==> src/rtl/i2j_pkg.sv <==
//------------------------------------------------------------------------------
// i2j_pkg
// Shared types, character codes and the per-byte decode function of the
// ISO-2022-JP to wide character decoder.
//------------------------------------------------------------------------------
`default_nettype none

package i2j_pkg;

	localparam int I2J_QUEUE_DEPTH = 2;
	localparam int MAX_RES         = 3;

	localparam logic [7:0] ESC_BYTE  = 8'h1B;
	localparam logic [7:0] CH_DOLLAR = 8'h24;
	localparam logic [7:0] CH_PAREN  = 8'h28;
	localparam logic [7:0] CH_AT     = 8'h40;
	localparam logic [7:0] CH_B      = 8'h42;
	localparam logic [7:0] CH_I      = 8'h49;
	localparam logic [7:0] CH_J      = 8'h4A;

	localparam logic [15:0] KANJI_MARK = 16'h8080;
	localparam logic [7:0]  KANA_MARK  = 8'h80;
	localparam logic [15:0] COUNT_MAX  = 16'hFFFF;

	typedef enum logic [1:0] {
		MODE_ASCII = 2'd0,
		MODE_KANJI = 2'd1,
		MODE_KANA  = 2'd2
	} mode_t;

	typedef enum logic [1:0] {
		ESC_NONE = 2'd0,
		ESC_SEEN = 2'd1,
		ESC_HELD = 2'd2
	} esc_stage_t;

	typedef struct packed {
		mode_t      mode;
		esc_stage_t stage;
		logic [7:0] held;
		logic       lead_pend;
		logic [7:0] lead;
		logic [15:0] count;
	} dec_state_t;

	localparam dec_state_t RESET_STATE = '{
		mode:      MODE_ASCII,
		stage:     ESC_NONE,
		held:      8'h00,
		lead_pend: 1'b0,
		lead:      8'h00,
		count:     16'h0000
	};

	// One result: a character, or a terminator whose value is the count.
	typedef struct packed {
		logic        is_end;
		logic [15:0] value;
	} res_t;

	typedef struct packed {
		logic [1:0]               num;
		res_t [MAX_RES-1:0]       res;
	} bundle_t;

	typedef struct packed {
		dec_state_t st;
		bundle_t    bnd;
	} step_t;

	function automatic step_t i2j_put_char(step_t t, logic [15:0] wc);
		step_t o;
		o = t;
		o.bnd.res[o.bnd.num] = '{is_end: 1'b0, value: wc};
		o.bnd.num = o.bnd.num + 2'd1;
		if (o.st.count != COUNT_MAX) begin
			o.st.count = o.st.count + 16'd1;
		end
		return o;
	endfunction

	function automatic step_t i2j_put_end(step_t t);
		step_t o;
		o = t;
		o.bnd.res[o.bnd.num] = '{is_end: 1'b1, value: t.st.count};
		o.bnd.num = o.bnd.num + 2'd1;
		o.st = RESET_STATE;
		return o;
	endfunction

	// Handles one byte while no escape sequence is pending.
	function automatic step_t i2j_feed(step_t t, logic [7:0] b);
		step_t o;
		o = t;
		if (t.st.lead_pend) begin
			if (b == 8'h00) begin
				o = i2j_put_end(t);
			end else begin
				o = i2j_put_char(t, {t.st.lead, b} | KANJI_MARK);
				o.st.lead_pend = 1'b0;
				o.st.lead = 8'h00;
			end
		end else if (b == 8'h00) begin
			o = i2j_put_end(t);
		end else if (b == ESC_BYTE) begin
			o.st.stage = ESC_SEEN;
		end else if (t.st.mode == MODE_KANJI) begin
			o.st.lead_pend = 1'b1;
			o.st.lead = b;
		end else begin
			o = i2j_put_char(t, {8'h00, (t.st.mode == MODE_KANA) ? (b | KANA_MARK) : b});
		end
		return o;
	endfunction

	function automatic step_t i2j_step(dec_state_t s, logic [7:0] b);
		step_t      t;
		logic [7:0] h;
		logic       matched;
		t.st  = s;
		t.bnd = '0;
		h = s.held;
		matched = 1'b1;
		unique case (s.stage)
			ESC_SEEN: begin
				if (b == CH_DOLLAR || b == CH_PAREN) begin
					t.st.held  = b;
					t.st.stage = ESC_HELD;
				end else begin
					t.st.stage = ESC_NONE;
					t = i2j_put_char(t, {8'h00, ESC_BYTE});
					t = i2j_feed(t, b);
				end
			end
			ESC_HELD: begin
				if (h == CH_DOLLAR && (b == CH_B || b == CH_AT)) begin
					t.st.mode = MODE_KANJI;
				end else if (h == CH_PAREN && (b == CH_J || b == CH_B)) begin
					t.st.mode = MODE_ASCII;
				end else if (h == CH_PAREN && b == CH_I) begin
					t.st.mode = MODE_KANA;
				end else begin
					matched = 1'b0;
				end
				t.st.stage = ESC_NONE;
				t.st.held  = 8'h00;
				if (!matched) begin
					t = i2j_put_char(t, {8'h00, ESC_BYTE});
					t = i2j_feed(t, h);
					t = i2j_feed(t, b);
				end
			end
			default: begin
				t.st.stage = ESC_NONE;
				t = i2j_feed(t, b);
			end
		endcase
		return t;
	endfunction

endpackage

`default_nettype wire

==> src/rtl/iso2022jp_to_wide_decoder.sv <==
//------------------------------------------------------------------------------
// iso2022jp_to_wide_decoder
// Decodes an ISO-2022-JP byte stream into 16-bit wide characters.
//
// Input channel: data_valid, data_stall, data_byte. One byte is transferred
// at each edge with data_valid high and data_stall low; a zero byte ends the
// string. Output channel: result_valid, result_stall and the result fields.
// Each result is a character (char_valid) or the terminator of a string
// (end_of_string, with char_count).
// A byte gives zero to three results, which pass through the bundle queue
// into the output register. One byte is taken each cycle while the queue is
// not full, and one result leaves each cycle while the receiver does not
// stall; a byte that gives two or three results stays at the head of the
// bundle queue between the decoder and the output (QUEUE_DEPTH bundles) until
// its last result is loaded. When the receiver stalls, the output register
// holds, the queue fills and data_stall rises once the queue is full.
// Reset puts the decoder in ASCII mode with no escape or lead byte pending,
// a count of zero, an empty queue and no result valid.
//------------------------------------------------------------------------------
`default_nettype none

module iso2022jp_to_wide_decoder #(
	parameter int QUEUE_DEPTH = i2j_pkg::I2J_QUEUE_DEPTH
) (
	input  wire logic        clk,
	input  wire logic        arst_n,
	input  wire logic        data_valid,
	output logic             data_stall,
	input  wire logic [7:0]  data_byte,
	output logic             result_valid,
	input  wire logic        result_stall,
	output logic [15:0]      wide_char,
	output logic             char_valid,
	output logic             end_of_string,
	output logic [15:0]      char_count
);
	import i2j_pkg::*;

	logic    push;
	bundle_t push_bnd;
	logic    queue_full;
	logic    head_valid;
	bundle_t head;
	logic    pop;

	i2j_front u_front (
		.clk        (clk),
		.arst_n     (arst_n),
		.data_valid (data_valid),
		.data_stall (data_stall),
		.data_byte  (data_byte),
		.queue_full (queue_full),
		.push       (push),
		.push_bnd   (push_bnd)
	);

	i2j_queue #(
		.DEPTH (QUEUE_DEPTH)
	) u_queue (
		.clk        (clk),
		.arst_n     (arst_n),
		.push       (push),
		.push_bnd   (push_bnd),
		.full       (queue_full),
		.head_valid (head_valid),
		.head       (head),
		.pop        (pop)
	);

	i2j_back u_back (
		.clk           (clk),
		.arst_n        (arst_n),
		.head_valid    (head_valid),
		.head          (head),
		.pop           (pop),
		.result_valid  (result_valid),
		.result_stall  (result_stall),
		.wide_char     (wide_char),
		.char_valid    (char_valid),
		.end_of_string (end_of_string),
		.char_count    (char_count)
	);

endmodule

`default_nettype wire

==> src/rtl/i2j_front.sv <==
//------------------------------------------------------------------------------
// i2j_front
// Accepts input bytes, tracks the shift mode and escape state, and turns each
// byte into a bundle of zero to three results for the queue.
//------------------------------------------------------------------------------
`default_nettype none

module i2j_front (
	input  wire logic             clk,
	input  wire logic             arst_n,
	input  wire logic             data_valid,
	output logic                  data_stall,
	input  wire logic [7:0]       data_byte,
	input  wire logic             queue_full,
	output logic                  push,
	output i2j_pkg::bundle_t      push_bnd
);
	import i2j_pkg::*;

	dec_state_t st_q;
	step_t      nxt;
	logic       accept;

	assign nxt        = i2j_step(st_q, data_byte);
	assign data_stall = queue_full;
	assign accept     = data_valid && !queue_full;
	assign push       = accept && (nxt.bnd.num != 2'd0);
	assign push_bnd   = nxt.bnd;

	always_ff @(posedge clk or negedge arst_n) begin
		if (!arst_n) begin
			st_q <= RESET_STATE;
		end else if (accept) begin
			st_q <= nxt.st;
		end
	end

endmodule

`default_nettype wire

==> src/rtl/i2j_queue.sv <==
//------------------------------------------------------------------------------
// i2j_queue
// Short queue of result bundles between the front and the back.
//------------------------------------------------------------------------------
`default_nettype none

module i2j_queue #(
	parameter int DEPTH = i2j_pkg::I2J_QUEUE_DEPTH
) (
	input  wire logic             clk,
	input  wire logic             arst_n,
	input  wire logic             push,
	input  wire i2j_pkg::bundle_t push_bnd,
	output logic                  full,
	output logic                  head_valid,
	output i2j_pkg::bundle_t      head,
	input  wire logic             pop
);
	import i2j_pkg::*;

	localparam int PTR_W = (DEPTH > 1) ? $clog2(DEPTH) : 1;
	localparam int CNT_W = $clog2(DEPTH + 1);

	bundle_t            mem_q [DEPTH];
	logic [PTR_W-1:0]   wr_ptr_q;
	logic [PTR_W-1:0]   rd_ptr_q;
	logic [CNT_W-1:0]   cnt_q;

	assign full       = (cnt_q == CNT_W'(DEPTH));
	assign head_valid = (cnt_q != '0);
	assign head       = mem_q[rd_ptr_q];

	always_ff @(posedge clk) begin
		if (push) begin
			mem_q[wr_ptr_q] <= push_bnd;
		end
	end

	always_ff @(posedge clk or negedge arst_n) begin
		if (!arst_n) begin
			wr_ptr_q <= '0;
			rd_ptr_q <= '0;
			cnt_q    <= '0;
		end else begin
			if (push) begin
				wr_ptr_q <= (wr_ptr_q == PTR_W'(DEPTH - 1)) ? '0 : wr_ptr_q + 1'b1;
			end
			if (pop) begin
				rd_ptr_q <= (rd_ptr_q == PTR_W'(DEPTH - 1)) ? '0 : rd_ptr_q + 1'b1;
			end
			if (push && !pop) begin
				cnt_q <= cnt_q + 1'b1;
			end else if (pop && !push) begin
				cnt_q <= cnt_q - 1'b1;
			end
		end
	end

	a_no_push_full: assert property (@(posedge clk) disable iff (!arst_n)
		push |-> !full)
		else $error("push into a full queue");
	a_no_pop_empty: assert property (@(posedge clk) disable iff (!arst_n)
		pop |-> head_valid)
		else $error("pop from an empty queue");
	a_push_nonempty: assert property (@(posedge clk) disable iff (!arst_n)
		push |-> (push_bnd.num != 2'd0))
		else $error("empty bundle pushed");

endmodule

`default_nettype wire

==> src/rtl/i2j_back.sv <==
//------------------------------------------------------------------------------
// i2j_back
// Walks the head bundle one result at a time into the output register.
//------------------------------------------------------------------------------
`default_nettype none

module i2j_back (
	input  wire logic             clk,
	input  wire logic             arst_n,
	input  wire logic             head_valid,
	input  wire i2j_pkg::bundle_t head,
	output logic                  pop,
	output logic                  result_valid,
	input  wire logic             result_stall,
	output logic [15:0]           wide_char,
	output logic                  char_valid,
	output logic                  end_of_string,
	output logic [15:0]           char_count
);
	import i2j_pkg::*;

	logic [1:0]  idx_q;
	logic        out_valid_q;
	logic [15:0] wide_char_q;
	logic        char_valid_q;
	logic        end_q;
	logic [15:0] count_q;
	logic        load;
	logic        last;
	res_t        cur;

	assign cur  = head.res[idx_q];
	assign load = head_valid && (!out_valid_q || !result_stall);
	assign last = (2'(idx_q + 2'd1) == head.num);
	assign pop  = load && last;

	always_ff @(posedge clk or negedge arst_n) begin
		if (!arst_n) begin
			idx_q       <= 2'd0;
			out_valid_q <= 1'b0;
		end else if (load) begin
			out_valid_q <= 1'b1;
			idx_q       <= last ? 2'd0 : 2'(idx_q + 2'd1);
		end else if (!result_stall) begin
			out_valid_q <= 1'b0;
		end
	end

	always_ff @(posedge clk) begin
		if (load) begin
			wide_char_q  <= cur.is_end ? 16'h0000 : cur.value;
			char_valid_q <= !cur.is_end;
			end_q        <= cur.is_end;
			count_q      <= cur.is_end ? cur.value : 16'h0000;
		end
	end

	assign result_valid  = out_valid_q;
	assign wide_char     = wide_char_q;
	assign char_valid    = char_valid_q;
	assign end_of_string = end_q;
	assign char_count    = count_q;

	a_idx_in_bundle: assert property (@(posedge clk) disable iff (!arst_n)
		head_valid |-> (idx_q < head.num))
		else $error("result index beyond bundle");
	a_pop_on_load: assert property (@(posedge clk) disable iff (!arst_n)
		pop |-> load)
		else $error("bundle released without a transfer");
	a_idx_idle: assert property (@(posedge clk) disable iff (!arst_n)
		!head_valid |-> (idx_q == 2'd0))
		else $error("result index not cleared while queue empty");

endmodule

`default_nettype wire
==> config.mk <==
export PLATFORM = sky130hd
export DESIGN_NAME = iso2022jp_to_wide_decoder
export DESIGN_NICKNAME = d
export VERILOG_FILES = /design/src/rtl/i2j_pkg.sv /design/src/rtl/iso2022jp_to_wide_decoder.sv /design/src/rtl/i2j_front.sv /design/src/rtl/i2j_queue.sv /design/src/rtl/i2j_back.sv
export SDC_FILE = /design/constraint.sdc
export NUM_CORES = 1
export LEC_CHECK = 0
export ABC_AREA = 1
export BUFFER_PORTS_ARGS = -buffer_cell sky130_fd_sc_hd__buf_2
export CORE_ASPECT_RATIO = 0.5
export CORE_MARGIN = 3
export CORE_UTILIZATION = 45
export DETAILED_ROUTE_END_ITERATION = 10
export PLACE_DENSITY_LB_ADDON = 0.25
export REMOVE_ABC_BUFFERS = 1
export SYNTH_ARGS = -nofsm -noshare
export SYNTH_HDL_FRONTEND = slang
export SYNTH_SLANG_ARGS = --single-unit
==> constraint.sdc <==
create_clock -name clk -period 6.45 [get_ports clk]
set_input_delay 0.9675 -clock clk [delete_from_list [all_inputs] [get_ports clk]]
set_output_delay 0.9675 -clock clk [all_outputs]
set_load 0.005 [all_outputs]
---- After elaboration in Yosys (flattened, before gate mapping) ----
Memories as Yosys holds them, arrays and structs flattened.
Cells that the tools add are included.
operators by class
  multiplexer cells ....................... 68
  $add $sub $neg .......................... 10
  reduce and logical (&&, ||, !) cells .... 32
  magnitude comparators ................... 3
  equality and inequality tests ........... 33
operators with widths
  kind                                                                     number
  90-bit 2-to-1 mux                                                        15
  78-bit 2-to-1 mux                                                        5
  69-bit 2-to-1 mux                                                        4
  90-bit one-hot mux with 2 select lines                                   1
  51-bit bitwise mux                                                       3
  16-bit 2-to-1 mux                                                        8
  16-bit by 1-bit adder with 16-bit output, second input constant          4
  16-bit inequality test, second input constant                            4
  17-bit binary-select mux with 2-bit select                               1
  17-bit demux with 2-bit select                                           1
  17-bit 2-to-1 mux                                                        2
  8-bit by 6-bit equality test with 1-bit output, second input constant    4
  8-bit by 7-bit equality test with 1-bit output, second input constant    4
  9-bit 2-to-1 mux                                                         3
  8-bit 2-to-1 mux                                                         3
  2-bit 2-to-1 mux                                                         9
  8-bit by 5-bit equality test with 1-bit output, second input constant    2
  8-bit logical NOT                                                        2
  1-bit 2-to-1 mux                                                         12
  2-bit equality test, second input constant                               5
  1-bit logical AND                                                        10
  10-bit 2-to-1 mux                                                        1
  5-bit by 3-bit inequality test with 1-bit output, second input constant  2
  5-bit AND reduction                                                      2
  17 further kinds                                                         39
word-level totals
  memories ................................ 1
  word-level logic and storage cells ...... 162
  output and inout bits ................... 36
  input bits .............................. 12
  bits in writable memories ............... 106
  register bits after elaboration ......... 78
memories
  name           depth  bits a word  rd ports  clocked after Yosys merged registers in  wr ports  line             RTL
  u_queue.mem_q  2      53           1         0                                        1         i2j_queue.sv:24  bundle_t mem_q [DEPTH];

---- Longest topological paths before layout ----
  depth in word-level cells ............... 33
  depth in mapped cells ................... 32
  gate-level depth less buffers ........... 30

---- Cells and area by module ----
From an unflattened synthesis, not the netlist that was laid out.
second synthesis, totals
  cell total of the unflattened synthesis .. 1513
  area, all modules ....................... 12479.5 um^2
by module, submodules not included
  module     instances  area an instance (um^2)  cells an instance  seq. area each (um^2)
  i2j_front  1          6297.3                   1083               900.9
  i2j_queue  1          4281.6                   190                3283.1
  i2j_back   1          1900.6                   240                1096.1

---- Least setup slack after synthesis ----
No wires, ideal clock.
  path kind ............................... input-to-reg
  start point ............................. input data_byte[2]
  end point ............................... memory u_queue.mem_q[1][0] (netlist bit) (enable)
  path slack .............................. 0.837 ns
  buffers on the path ..................... 0
  arrival ................................. 5.148 ns
  required time ........................... 5.985 ns
  stages on the path ...................... 19
  setup time .............................. 0.465 ns
  path through ............................ inv_1 nand2_1 nor2_1 nand2_1 nor2_1 nor2_2 nand2_1 nand2_1 nor2_2 inv_1 nor2_2 inv_1 nand2_1 nor2_2 clkinv_1 a221oi_1 inv_1 o21ai_1 nor2_1
RTL lines
  item                line                             RTL
  start: declaration  iso2022jp_to_wide_decoder.sv:29  input wire logic [7:0] data_byte,
  end: declaration    i2j_queue.sv:24

==> impl_metrics.toml <==
[outcome]
status = "complete, no violations"

[pwr]
swShare_pct = 47.4
p_sw_mw = 2.92
peakVddDrop_mv = 0.397
p_clk_share_pct = 17.4
p_int_mw = 3.24
p_leak_nw = 5.47
power.density_nw_per_um2 = 484
p_comb_share_pct = 49.3
p_seq_share_pct = 33.4
report.power.total_mw = 6.16

[cells_and_area]
drive_gt1_share_pct = 14.4
area_growth_pct = 11.2
final_cells = 1832
nets = 1501
n_antenna_cell = 0

[global_routing]
grt_overflow = 0
grt_pass1_wl_um = 65800
antenna_found_initial = 0
grt_max_degree = 55
grt_pass1_vias = 9869
grt.total_usage_pct = 32.7

[floorplan]
initial_core_util_pct = 46.7
rows = 40
die_w_um = 231
die_area_um2 = 27500
die_height_um = 119
io_pins = 48
core_area_um2 = 24500

[synth]
synth.most_common_cell = "nand2_1"
yosys_warnings = 0
synth_area_leaders = "edfxtp_1, nand2_1, dfrtp_1"
synth.distinct_cells = 58
yosys_register_bits = 183
yosys.area.top_type_share_pct = 36.8
synth_seq_area_share_pct = 46.2
synth_common_cells = "nand2_1, nor2_1, inv_1, edfxtp_1, o21ai_0"
yosys_most_used_dff = "edfxtp_1"
synthCells = 1439
avgSynthCellArea_um2 = 7.94
syn_area_um2 = 11400
async_flop_share_pct = 23.5
synth_edf_count = 140
yosysTopAreaCell = "edfxtp_1"

[critical_path]
cp-start-kind = "primary input"
worstPathArrival_ns = 6.31
ff2ff_setup_slack_ns = 0.60
endpoint_kind = "register"
required_ns = 6.77
crit_buf_inv = 8
path_class = "primary input to register"
cp_slowest_cell = "a221oi_1"
critPathMaxStageDelay_ns = 0.55
critPathTopFamily = "simple AND/OR/NAND/NOR gates"
path_max_fanout = 12

[place]
post-dp-hpwl_um = 33800
portBuffers = 47
place_inst = 1800
gp_congestion = 1.07
pre_cts_ws_ns = 0.266

[flow_run]
cap_violations = 0

[routing]
drc = 0
ant_nets = 0
highest_layer = "met4"
wire_per_inst_um = 24.5
wl_um = 44800
first_pass_iters = 6
wl_met3_um = 6260
wl_met1_um = 20600
vias = 11100
vias_per_cell = 6.08
wl_met2_um = 17100
dr.first_iter.drc_count = 1667

[clock_tree]
clkTransAtPathRegs_ns = 0.07
cts_max_level = 4
cts_hold_buf = 0
clock-sinks = 183
clock_latency_ns = 0.45
cts_buffers = 17
cts_tree = "done"
cts_resized = 0
postCtsSetupRepairBufs = 0
cts-root-buf = "clkbuf_16"
clockBufferDepth = 2

[sta]
relSlewSlack_pct = 26.1
fin_crit_sh_pct = 92.8
tns_ns = 0
fin_worst_skew_ns = 0.0236
max_freq_mhz = 167
rsz0062_at_grt = "false"
worst_pin_slew_ns = 1.10
setup_viol = 0
timing.final.ws_setup_ns = 0.464
hold_viol = 0
slew_violations = 0
finalCriticalPeriod_ns = 5.99

[min_path]
hp-class = "register to register"
==> per-layer routing <==
layer	GRT usage, %	vias up
met5	0	-
met4	6.15	0
met3	10.8	78
met2	43.0	721
met1	51.5	5337
li1	-	5006
==> worst paths after layout <==
path	startpoint	endpoint	cells after the start
max reg2reg	u_front.st_q[26]$_DFFE_PN0P_	u_queue.cnt_q[1]$_DFFE_PN0P_	22
min	u_back.result_valid$_DFFE_PN0P_	u_back.result_valid$_DFFE_PN0P_	2
max in group asynchronous	arst_n	u_queue.wr_ptr_q$_DFFE_PN0P_	2
max	data_byte[2]	u_queue.cnt_q[1]$_DFFE_PN0P_	25
min in group asynchronous	arst_n	u_front.st_q[26]$_DFFE_PN0P_	2
min reg2reg	u_back.result_valid$_DFFE_PN0P_	u_back.result_valid$_DFFE_PN0P_	2
==> cell type report <==
type,instances,area (µm²)
tap,336,420
multi-input combinational,1030,5290
inverter,176,661
sequential,183,5280
clock buffer,17,425
timing repair buffer,75,458
fill,2326,11800
clock inverter,15,169
==> worst min-delay path: stages (launching register included) <==
cell and delay, ns:
dfrtp_1 0.35, nand2_1 0.06, nand2_1 0.06
==> sequential cells by signal, summed over array words and instances, names as in the netlist, 2 cells and up <==
| signal | count |
|---|---|
| u_back.char_count | 16 |
| u_back.idx_q | 2 |
| u_back.wide_char | 16 |
| u_front.st_q | 36 |
| u_queue.cnt_q | 2 |
| u_queue.mem_q | 106 |
==> placed cells by master (no fill, tap or decap), types with 6 or more instances in the layout <==
master,synthesis,layout
clkinv_1,8,10
xor2_1,11,11
nand3_1,74,74
nand2_4,6,6
nand2_2,20,20
o221ai_1,9,9
o21ai_1,12,12
a21oi_1,54,54
dfrtp_1,43,43
nand4_1,16,16
nor2_1,196,194
nor2_2,14,14
a221oi_1,15,15
ha_1,6,6
or2_2,32,32
edfxtp_1,140,140
o211ai_1,14,14
nor2_4,4,6
a22oi_1,20,20
buf_2,2,47
nor3_1,12,12
inv_1,157,157
nand2_1,309,309
o31ai_1,8,7
nand3_2,11,11
o21ai_0,97,97
buf_4,3,27
clkbuf_16,0,17
o22ai_1,38,38
inv_2,11,11
==> through the flow <==
stage | utilization (%) | area [µm²] | hold WS (ns)
after global placement | 49.5 | 12100 | 0.469
after CTS | 51.9 | 12700 | 0.500
after floorplan | - | 11200 | 0.458
after detailed placement | 49.5 | 12100 | 0.481
final | 51.9 | 12700 | 0.495
after global routing | 51.9 | 12700 | 0.532
==> logic make-up (layout without fill, tap and decap cells) <==
logic type	Yosys count	in the layout	synth area share [%]
compound gates	302	302	16.6
xor+xnor	15	15	1.22
fa+ha+maj	6	6	0.657
buf+inv	226	283	7.74
flops	183	183	46.2
simple gates	707	707	27.6
==> power groups by stage <==
stage / sequential, mW / combinational (mW) / clock (mW)
floorplan: 2.02 / 1.81 / 0
global placement: 2.05 / 2.92 / 0
detailed placement: 2.06 / 2.93 / 0
CTS: 2.04 / 2.94 / 1.08
global route: 2.08 / 3.29 / 1.13
finish: 2.05 / 3.03 / 1.07
No activity file was read; power rests on OpenSTA's default activity.
